## config.mk

```make
export PLATFORM = sky130hd
export DESIGN_NAME = stgr_div10
export DESIGN_NICKNAME = d
export VERILOG_FILES = /design/src/hdl/stgr_pkg.sv /design/src/hdl/stgr_div10.sv
export SDC_FILE = /design/constraint.sdc
export NUM_CORES = 1
export LEC_CHECK = 0
export ABC_AREA = 1
export CORE_UTILIZATION = 55
export DETAILED_ROUTE_END_ITERATION = 8
export DONT_BUFFER_PORTS = 1
export PLACE_DENSITY = 0.75
export SLEW_MARGIN = 30
export SYNTH_ARGS = -nofsm -noshare
export SYNTH_HDL_FRONTEND = slang
export SYNTH_SLANG_ARGS = --single-unit
```

## constraint.sdc

```tcl
create_clock -name aclk -period 9.25 [get_ports aclk]
set_input_delay 1.85 -clock aclk [delete_from_list [all_inputs] [get_ports aclk]]
set_output_delay 1.85 -clock aclk [all_outputs]
set_load 0.03 [all_outputs]
```

## src/hdl/stgr_pkg.sv

```systemverilog
// ----------------------------------------------------------------------------
// stgr_pkg: status text glyph renderer shared definitions
// Row sizes, sequencer program, font lookup and state codes.
// ----------------------------------------------------------------------------
package stgr_pkg;

    localparam int ROW_CHARS = 21;
    localparam int POS_W     = $clog2(ROW_CHARS);
    localparam int LEN_W     = $clog2(ROW_CHARS + 1);
    localparam int DIG_N     = 12;
    localparam int DIG_W     = $clog2(DIG_N);
    localparam int PC_W      = 6;

    localparam logic [PC_W-1:0] CALIB_START = 6'd25;

    localparam logic [6:0] CH_SPACE = 7'h20;
    localparam logic [6:0] CH_DOT   = 7'h2E;
    localparam logic [6:0] CH_MINUS = 7'h2D;
    localparam logic [6:0] CH_PLUS  = 7'h2B;
    localparam logic [6:0] CH_ZERO  = 7'h30;

    typedef enum logic [2:0] {
        ST_IDLE, ST_FETCH, ST_MUL, ST_REM, ST_POP, ST_OUT
    } state_t;

    typedef enum logic [1:0] {
        OP_LIT, OP_NUM, OP_SIGN, OP_END
    } op_kind_t;

    typedef enum logic [2:0] {
        FS_PACK, FS_SOC, FS_TEMP, FS_CUR, FS_RAIL
    } fsel_t;

    typedef struct packed {
        op_kind_t   kind;
        logic       row;
        logic [6:0] ch;
        fsel_t      fsel;
    } op_t;

    typedef logic [4:0][6:0] glyph_t;

    function automatic op_t mk_lit(logic row, logic [6:0] ch);
        op_t o;
        o.kind = OP_LIT;
        o.row  = row;
        o.ch   = ch;
        o.fsel = FS_PACK;
        return o;
    endfunction

    function automatic op_t mk_fld(op_kind_t kind, logic row, fsel_t fsel);
        op_t o;
        o.kind = kind;
        o.row  = row;
        o.ch   = CH_SPACE;
        o.fsel = fsel;
        return o;
    endfunction

    // formatting program, normal rows first, then the calibrating message
    function automatic op_t prog_op(logic [PC_W-1:0] pc);
        op_t o;
        case (pc)
            6'd0:  o = mk_fld(OP_NUM, 1'b0, FS_PACK);
            6'd1:  o = mk_lit(1'b0, 7'h56);
            6'd2:  o = mk_lit(1'b0, CH_SPACE);
            6'd3:  o = mk_lit(1'b0, 7'h53);
            6'd4:  o = mk_lit(1'b0, 7'h4F);
            6'd5:  o = mk_lit(1'b0, 7'h43);
            6'd6:  o = mk_lit(1'b0, CH_SPACE);
            6'd7:  o = mk_fld(OP_NUM, 1'b0, FS_SOC);
            6'd8:  o = mk_lit(1'b0, 7'h25);
            6'd9:  o = mk_lit(1'b0, CH_SPACE);
            6'd10: o = mk_lit(1'b0, 7'h54);
            6'd11: o = mk_fld(OP_SIGN, 1'b0, FS_TEMP);
            6'd12: o = mk_fld(OP_NUM, 1'b0, FS_TEMP);
            6'd13: o = mk_lit(1'b0, 7'h43);
            6'd14: o = mk_lit(1'b1, 7'h49);
            6'd15: o = mk_lit(1'b1, CH_SPACE);
            6'd16: o = mk_fld(OP_SIGN, 1'b1, FS_CUR);
            6'd17: o = mk_fld(OP_NUM, 1'b1, FS_CUR);
            6'd18: o = mk_lit(1'b1, 7'h41);
            6'd19: o = mk_lit(1'b1, CH_SPACE);
            6'd20: o = mk_lit(1'b1, 7'h53);
            6'd21: o = mk_lit(1'b1, CH_SPACE);
            6'd22: o = mk_fld(OP_NUM, 1'b1, FS_RAIL);
            6'd23: o = mk_lit(1'b1, 7'h56);
            6'd25: o = mk_lit(1'b0, 7'h43);
            6'd26: o = mk_lit(1'b0, 7'h41);
            6'd27: o = mk_lit(1'b0, 7'h4C);
            6'd28: o = mk_lit(1'b0, 7'h49);
            6'd29: o = mk_lit(1'b0, 7'h42);
            6'd30: o = mk_lit(1'b0, 7'h52);
            6'd31: o = mk_lit(1'b0, 7'h41);
            6'd32: o = mk_lit(1'b0, 7'h54);
            6'd33: o = mk_lit(1'b0, 7'h49);
            6'd34: o = mk_lit(1'b0, 7'h4E);
            6'd35: o = mk_lit(1'b0, 7'h47);
            6'd36: o = mk_lit(1'b0, CH_DOT);
            6'd37: o = mk_lit(1'b0, CH_DOT);
            6'd38: o = mk_lit(1'b0, CH_DOT);
            default: o = mk_fld(OP_END, 1'b0, FS_PACK);
        endcase
        return o;
    endfunction

    function automatic glyph_t glyph_of(logic [6:0] ch);
        glyph_t g;
        case (ch)
            7'h25: g = {7'h23, 7'h13, 7'h08, 7'h64, 7'h62};
            7'h2B: g = {7'h08, 7'h08, 7'h3E, 7'h08, 7'h08};
            7'h2D: g = {7'h08, 7'h08, 7'h08, 7'h08, 7'h08};
            7'h2E: g = {7'h00, 7'h00, 7'h60, 7'h60, 7'h00};
            7'h30: g = {7'h3E, 7'h45, 7'h49, 7'h51, 7'h3E};
            7'h31: g = {7'h00, 7'h40, 7'h7F, 7'h42, 7'h00};
            7'h32: g = {7'h46, 7'h49, 7'h51, 7'h61, 7'h42};
            7'h33: g = {7'h31, 7'h4B, 7'h45, 7'h41, 7'h21};
            7'h34: g = {7'h10, 7'h7F, 7'h12, 7'h14, 7'h18};
            7'h35: g = {7'h39, 7'h45, 7'h45, 7'h45, 7'h27};
            7'h36: g = {7'h30, 7'h49, 7'h49, 7'h4A, 7'h3C};
            7'h37: g = {7'h03, 7'h05, 7'h09, 7'h71, 7'h01};
            7'h38: g = {7'h36, 7'h49, 7'h49, 7'h49, 7'h36};
            7'h39: g = {7'h1E, 7'h29, 7'h49, 7'h49, 7'h06};
            7'h41: g = {7'h7E, 7'h11, 7'h11, 7'h11, 7'h7E};
            7'h43: g = {7'h22, 7'h41, 7'h41, 7'h41, 7'h3E};
            7'h49: g = {7'h00, 7'h41, 7'h7F, 7'h41, 7'h00};
            7'h4F: g = {7'h3E, 7'h41, 7'h41, 7'h41, 7'h3E};
            7'h53: g = {7'h31, 7'h49, 7'h49, 7'h49, 7'h46};
            7'h56: g = {7'h1F, 7'h20, 7'h40, 7'h20, 7'h1F};
            7'h42: g = {7'h36, 7'h49, 7'h49, 7'h49, 7'h7F};
            7'h47: g = {7'h7A, 7'h49, 7'h49, 7'h41, 7'h3E};
            7'h4C: g = {7'h40, 7'h40, 7'h40, 7'h40, 7'h7F};
            7'h4E: g = {7'h7F, 7'h08, 7'h04, 7'h02, 7'h7F};
            7'h52: g = {7'h46, 7'h29, 7'h19, 7'h09, 7'h7F};
            7'h54: g = {7'h01, 7'h01, 7'h7F, 7'h01, 7'h01};
            default: g = '0;
        endcase
        return g;
    endfunction

endpackage

```

## src/hdl/stgr_div10.sv

```systemverilog
// ----------------------------------------------------------------------------
// stgr_div10: shared divide-by-ten unit
// Reciprocal multiply registered, then quotient and remainder from the product.
// ----------------------------------------------------------------------------
module stgr_div10 (
    input  logic        aclk,
    input  logic [31:0] val,
    output logic [31:0] quo,
    output logic [3:0]  rem
);
    import stgr_pkg::*;

    localparam logic [31:0] RECIP = 32'hCCCCCCCD;

    logic [63:0] prod_reg;
    logic [31:0] quo_x10;

    always_ff @(posedge aclk) begin
        prod_reg <= {32'd0, val} * {32'd0, RECIP};
    end

    // val must hold steady for the cycle after the product is taken
    assign quo     = {3'd0, prod_reg[63:35]};
    assign quo_x10 = (quo << 3) + (quo << 1);
    assign rem     = 4'(val - quo_x10);

endmodule

```

; Word level (Yosys, flattened, before mapping)
; Cells that the tools add are included.
[totals]
memories = 0
output_inout_bits = 36
in_bits = 33
latch_bits = 0
register_bits = 64
rom_bits = 0
ram_bits = 0
wordCells = 4
[classes]
add_sub_neg = 2
div = 0
n_mux = 0
n_bitwise = 0
eq_ne = 0
n_lt_le_gt_ge = 0
reduce_logical = 0
mul = 1
n_shift = 0
[ops]
columns = operator, n
row1 = multiplier 32 x 32 -> 64 bit (second input constant), 1
row2 = adder 4 bit, 1
row3 = subtractor 4 bit, 1

; Depth between registers and ports, before layout
[depth]
ltp_word = 2
ltp_mapped = 30
depth_no_buf = 29

; Least setup slack after synthesis
; OpenSTA, ideal clock, no wires.
[synth_timing]
path_type = input-to-reg
from = input port val[20]
to = register prod_reg[52]
stages = 25
required_ns = 9.138
arrival_ns = 7.054
slack_ns = 2.084
path_buffers = 0
setup_time_ns = 0.112
path_cell_list = ha_1 -> inv_1 -> fa_1 -> inv_1 -> fa_1 -> inv_1 -> fa_1 -> inv_1 -> fa_1 -> fa_1 -> fa_1 -> inv_1 -> fa_1 -> inv_1 -> ha_1 -> nand2_2 -> inv_1 -> a21oi_1 -> nand2_1 -> a21oi_1 -> nor2_1 -> nor2_1 -> nand2_1 -> nand2_1 -> nand2_1
[synth_via]
elab_chain_cells = 1
[synth_rtl]
columns = element, line_no
row1 = from (decl), stgr_div10.sv:7  ; input logic [31:0] val,
row2 = multiplier 32 x 32 -> 64 bit, stgr_div10.sv:19  ; prod_reg <= {32'd0, val} * {32'd0, RECIP};
row3 = to (signal assigned), stgr_div10.sv:19
row4 = to (decl), stgr_div10.sv:15  ; logic [63:0] prod_reg;
; Every way passes these cells.

; Worst setup path in the final report
; Ends and elaborated chain as after synthesis.

==> run_results.csv <==
group,metric,value,unit
timing,hold-worst-slack,2.32,ns
timing,max_transition_viols_final,0,
drt,drt_pass1_iterations,5,
yosys,synth_top_area_share,39.9,%
timing,rsz_0062_raised_after_global_routing,"false",
global_routing,busiest_layer,"met2",
drt,route.vias.total,14900,
global_routing,grt_first_pass_wirelength,93.7,mm
worst_setup_path,worstSetupEndpointType,"flip-flop",
timing,layout_worst_path_cycle_share,82.4,%
drt,post_detailed_routing_wire_length,59.1,mm
global_routing,overflow,0,
global_routing,initial_antenna_violation_count,0,
drt,route.antenna.remaining_nets,0,
yosys,netlist_area,19400,um2
cts,deepest_level_of_the_cts_h_tree,2,
worst_setup_path,kind_of_critical_path,"input pin to flip-flop",
cts,holdBufCountCts,0,
floorplanning,design.core.area,34500,um2
drt,remaining_drc_errors,0,
floorplanning,initial_utilization,56.0,%
final_layout,fraction_of_layout_instances_using_a_drive_strength_above_1,0.975,%
global_routing,use_met1,45.1,%
floorplanning,floorplan.die_area,35900,um2
final_layout,final_net_count,3128,
yosys,ys_seq_area_share,3.00,%
yosys,number_of_enable_flip_flop_cells_after_synthesis,0,
global_routing,vias_in_the_first_global_route,16200,
worst_setup_path,worstPathMaxFanout,5,
job,max_cap_viol_count,0,
cts,number_of_sinks_handled_by_clock_tree_synthesis,29,
worst_setup_path,crit_path_top_delay_cell,"fa_1",
drt,dr_wl_cell,21.0,um
place,globalplace.congestion,1.05,
timing,number_of_hold_violations_in_the_final_report,0,
global_routing,grt_max_degree,11,
worst_setup_path,critical_path_arrival,7.79,ns
floorplanning,die_x,190,um
final_layout,filler_cell_count,3259,
cts,cts_made_buffers,5,
yosys,postSynthCellCount,2356,
floorplanning,die_h,190,um
yosys,post-synth-top-count-cell,"inv_1",
yosys,ys_seq_elements,29,
timing,achievable-frequency,131,MHz
hold_path,hold_path.class,"input pin to flip-flop",
cts,max-clock-path-buffers,2,
place,dp_hpwl,54.5,mm
yosys,netlist_top_cells_count,"inv_1, nand2_1, fa_1",
cts,clock_root_buffer_master,"clkbuf_16",
final_layout,antenna-diode-count,0,
global_routing,globalRouteTotalUtil,35.3,%
cts,tritoncts_clock_tree,"yes",
yosys,post_synth_top_area_cell,"fa_1",
yosys,netlist_top_cells_area,"fa_1, ha_1, inv_1",
worst_setup_path,timing.critical_path.buf_inv,6,
global_routing,grt.met3_usage,5.96,%
drt,vias_per_cell,5.29,
run_status,run_status,"complete, no violations",
timing,setup_viol,0,
timing,relSlewSlack,51.6,%
yosys,synthArstFlopShare,0,%
floorplanning,boundaryPins,69,
floorplanning,placementRows,68,
yosys,post_synth.cell_area_avg,8.21,um2
worst_setup_path,most_common_cell_type_on_the_critical_path,"fa_1",
worst_setup_path,worstPathRequired,9.42,ns
final_layout,areaGrowthSynthToFinish,3.56,%
cts,cts_repair_resize_count,0,
cts,clk_pin_slew_worst_paths,0.06,ns
timing,setup_tns,0,ns
place,place.port_buffers,0,
timing,worst_pin_slew,0.723,ns
worst_setup_path,critPathTopFamily,"adder cells",
yosys,yosys_warnings,0,
final_layout,largest_register_ff_count,29,
global_routing,grtUsageMet2,58.7,%
yosys,synth_top_flop_cell,"dfxtp_1",
drt,drt_first_iter_violations,1039,
timing,final_critical_path_time_including_i_o_delays_and_setup,7.62,ns
cts,post_cts.repair.setup_buffers,0,
worst_setup_path,worst_setup_start_kind,"input pin",
worst_setup_path,cpPeakStageDelay,0.55,ns
yosys,yosys.cell_types.count,32,
==> cells by family (layout without fill, tap and decap cells) <==
logic type               after synthesis  in the layout  synth area share (%)
AO/OA/AOI/OAI                        145            145                  4.12
other                                  1              3                0.0194
AND/OR/NAND/NOR                      638            638                  13.2
XOR/XNOR                              52             52                  2.35
buffers and inverters                755            757                  14.7
flip-flops                            29             29                  3.00
adder cells (fa/ha/maj)              736            736                  62.6
==> per-layer routing <==
metal,vias to the layer above,share of wire (%),wire (um)
met5,-,0,0
met1,7232,41,24000
li1,6931,-,-
met3,152,7.2,4240
met2,589,46,27300
met4,0,5.9,3480
==> final cells by class <==
cell class              count  area, um2  share of cell area (%)
inverters                 748       2810                    14.0
well taps                 455        569                    2.84
clock inverters             3       17.5                  0.0874
repair buffers              1       7.51                  0.0375
clock buffers               5        125                   0.624
multi-input cells        1574      15900                    79.5
flip-flops and latches     29        581                    2.90
==> path summary, 6_finish.rpt <==
check / slack, ns / start / end / depth (start not counted)
setup / recovery: 1.63 / val[20] / prod_reg[52] / 25
hold / removal: 2.32 / val[0] / prod_reg[38] / 9
==> per-stage QoR <==
step	std cells	util [%]	area [um2]	setup slack, ns
after detailed placement	2807	57.6	19900	1.45
after global placement	2807	57.6	19900	1.42
after floorplan	2358	-	19400	2.08
final	2815	58.0	20000	1.63
after global routing	2815	58.0	20000	1.25
after CTS	2815	58.0	20000	1.70
==> cell usage in the layout (no fill, tap or decap), drive strengths merged, types with 2 or more instances in the layout <==
cell type and n:
inv 748, nand2 437, fa 386, ha 350
nor2 118, a21oi 74, nand3 51, o21ai 41
xor2 37, dfxtp 29, o21bai 17, xnor2 15
nor3 13, nand4 9, a21o 7, clkbuf 5
or2 3, o22ai 3, conb 3, and2 3
a21boi 2, nand3b 2, clkinv 2
Power is left out: the tool's default activity adds up to more than one toggle a clock period on the data nets, which glitch-free logic cannot reach.
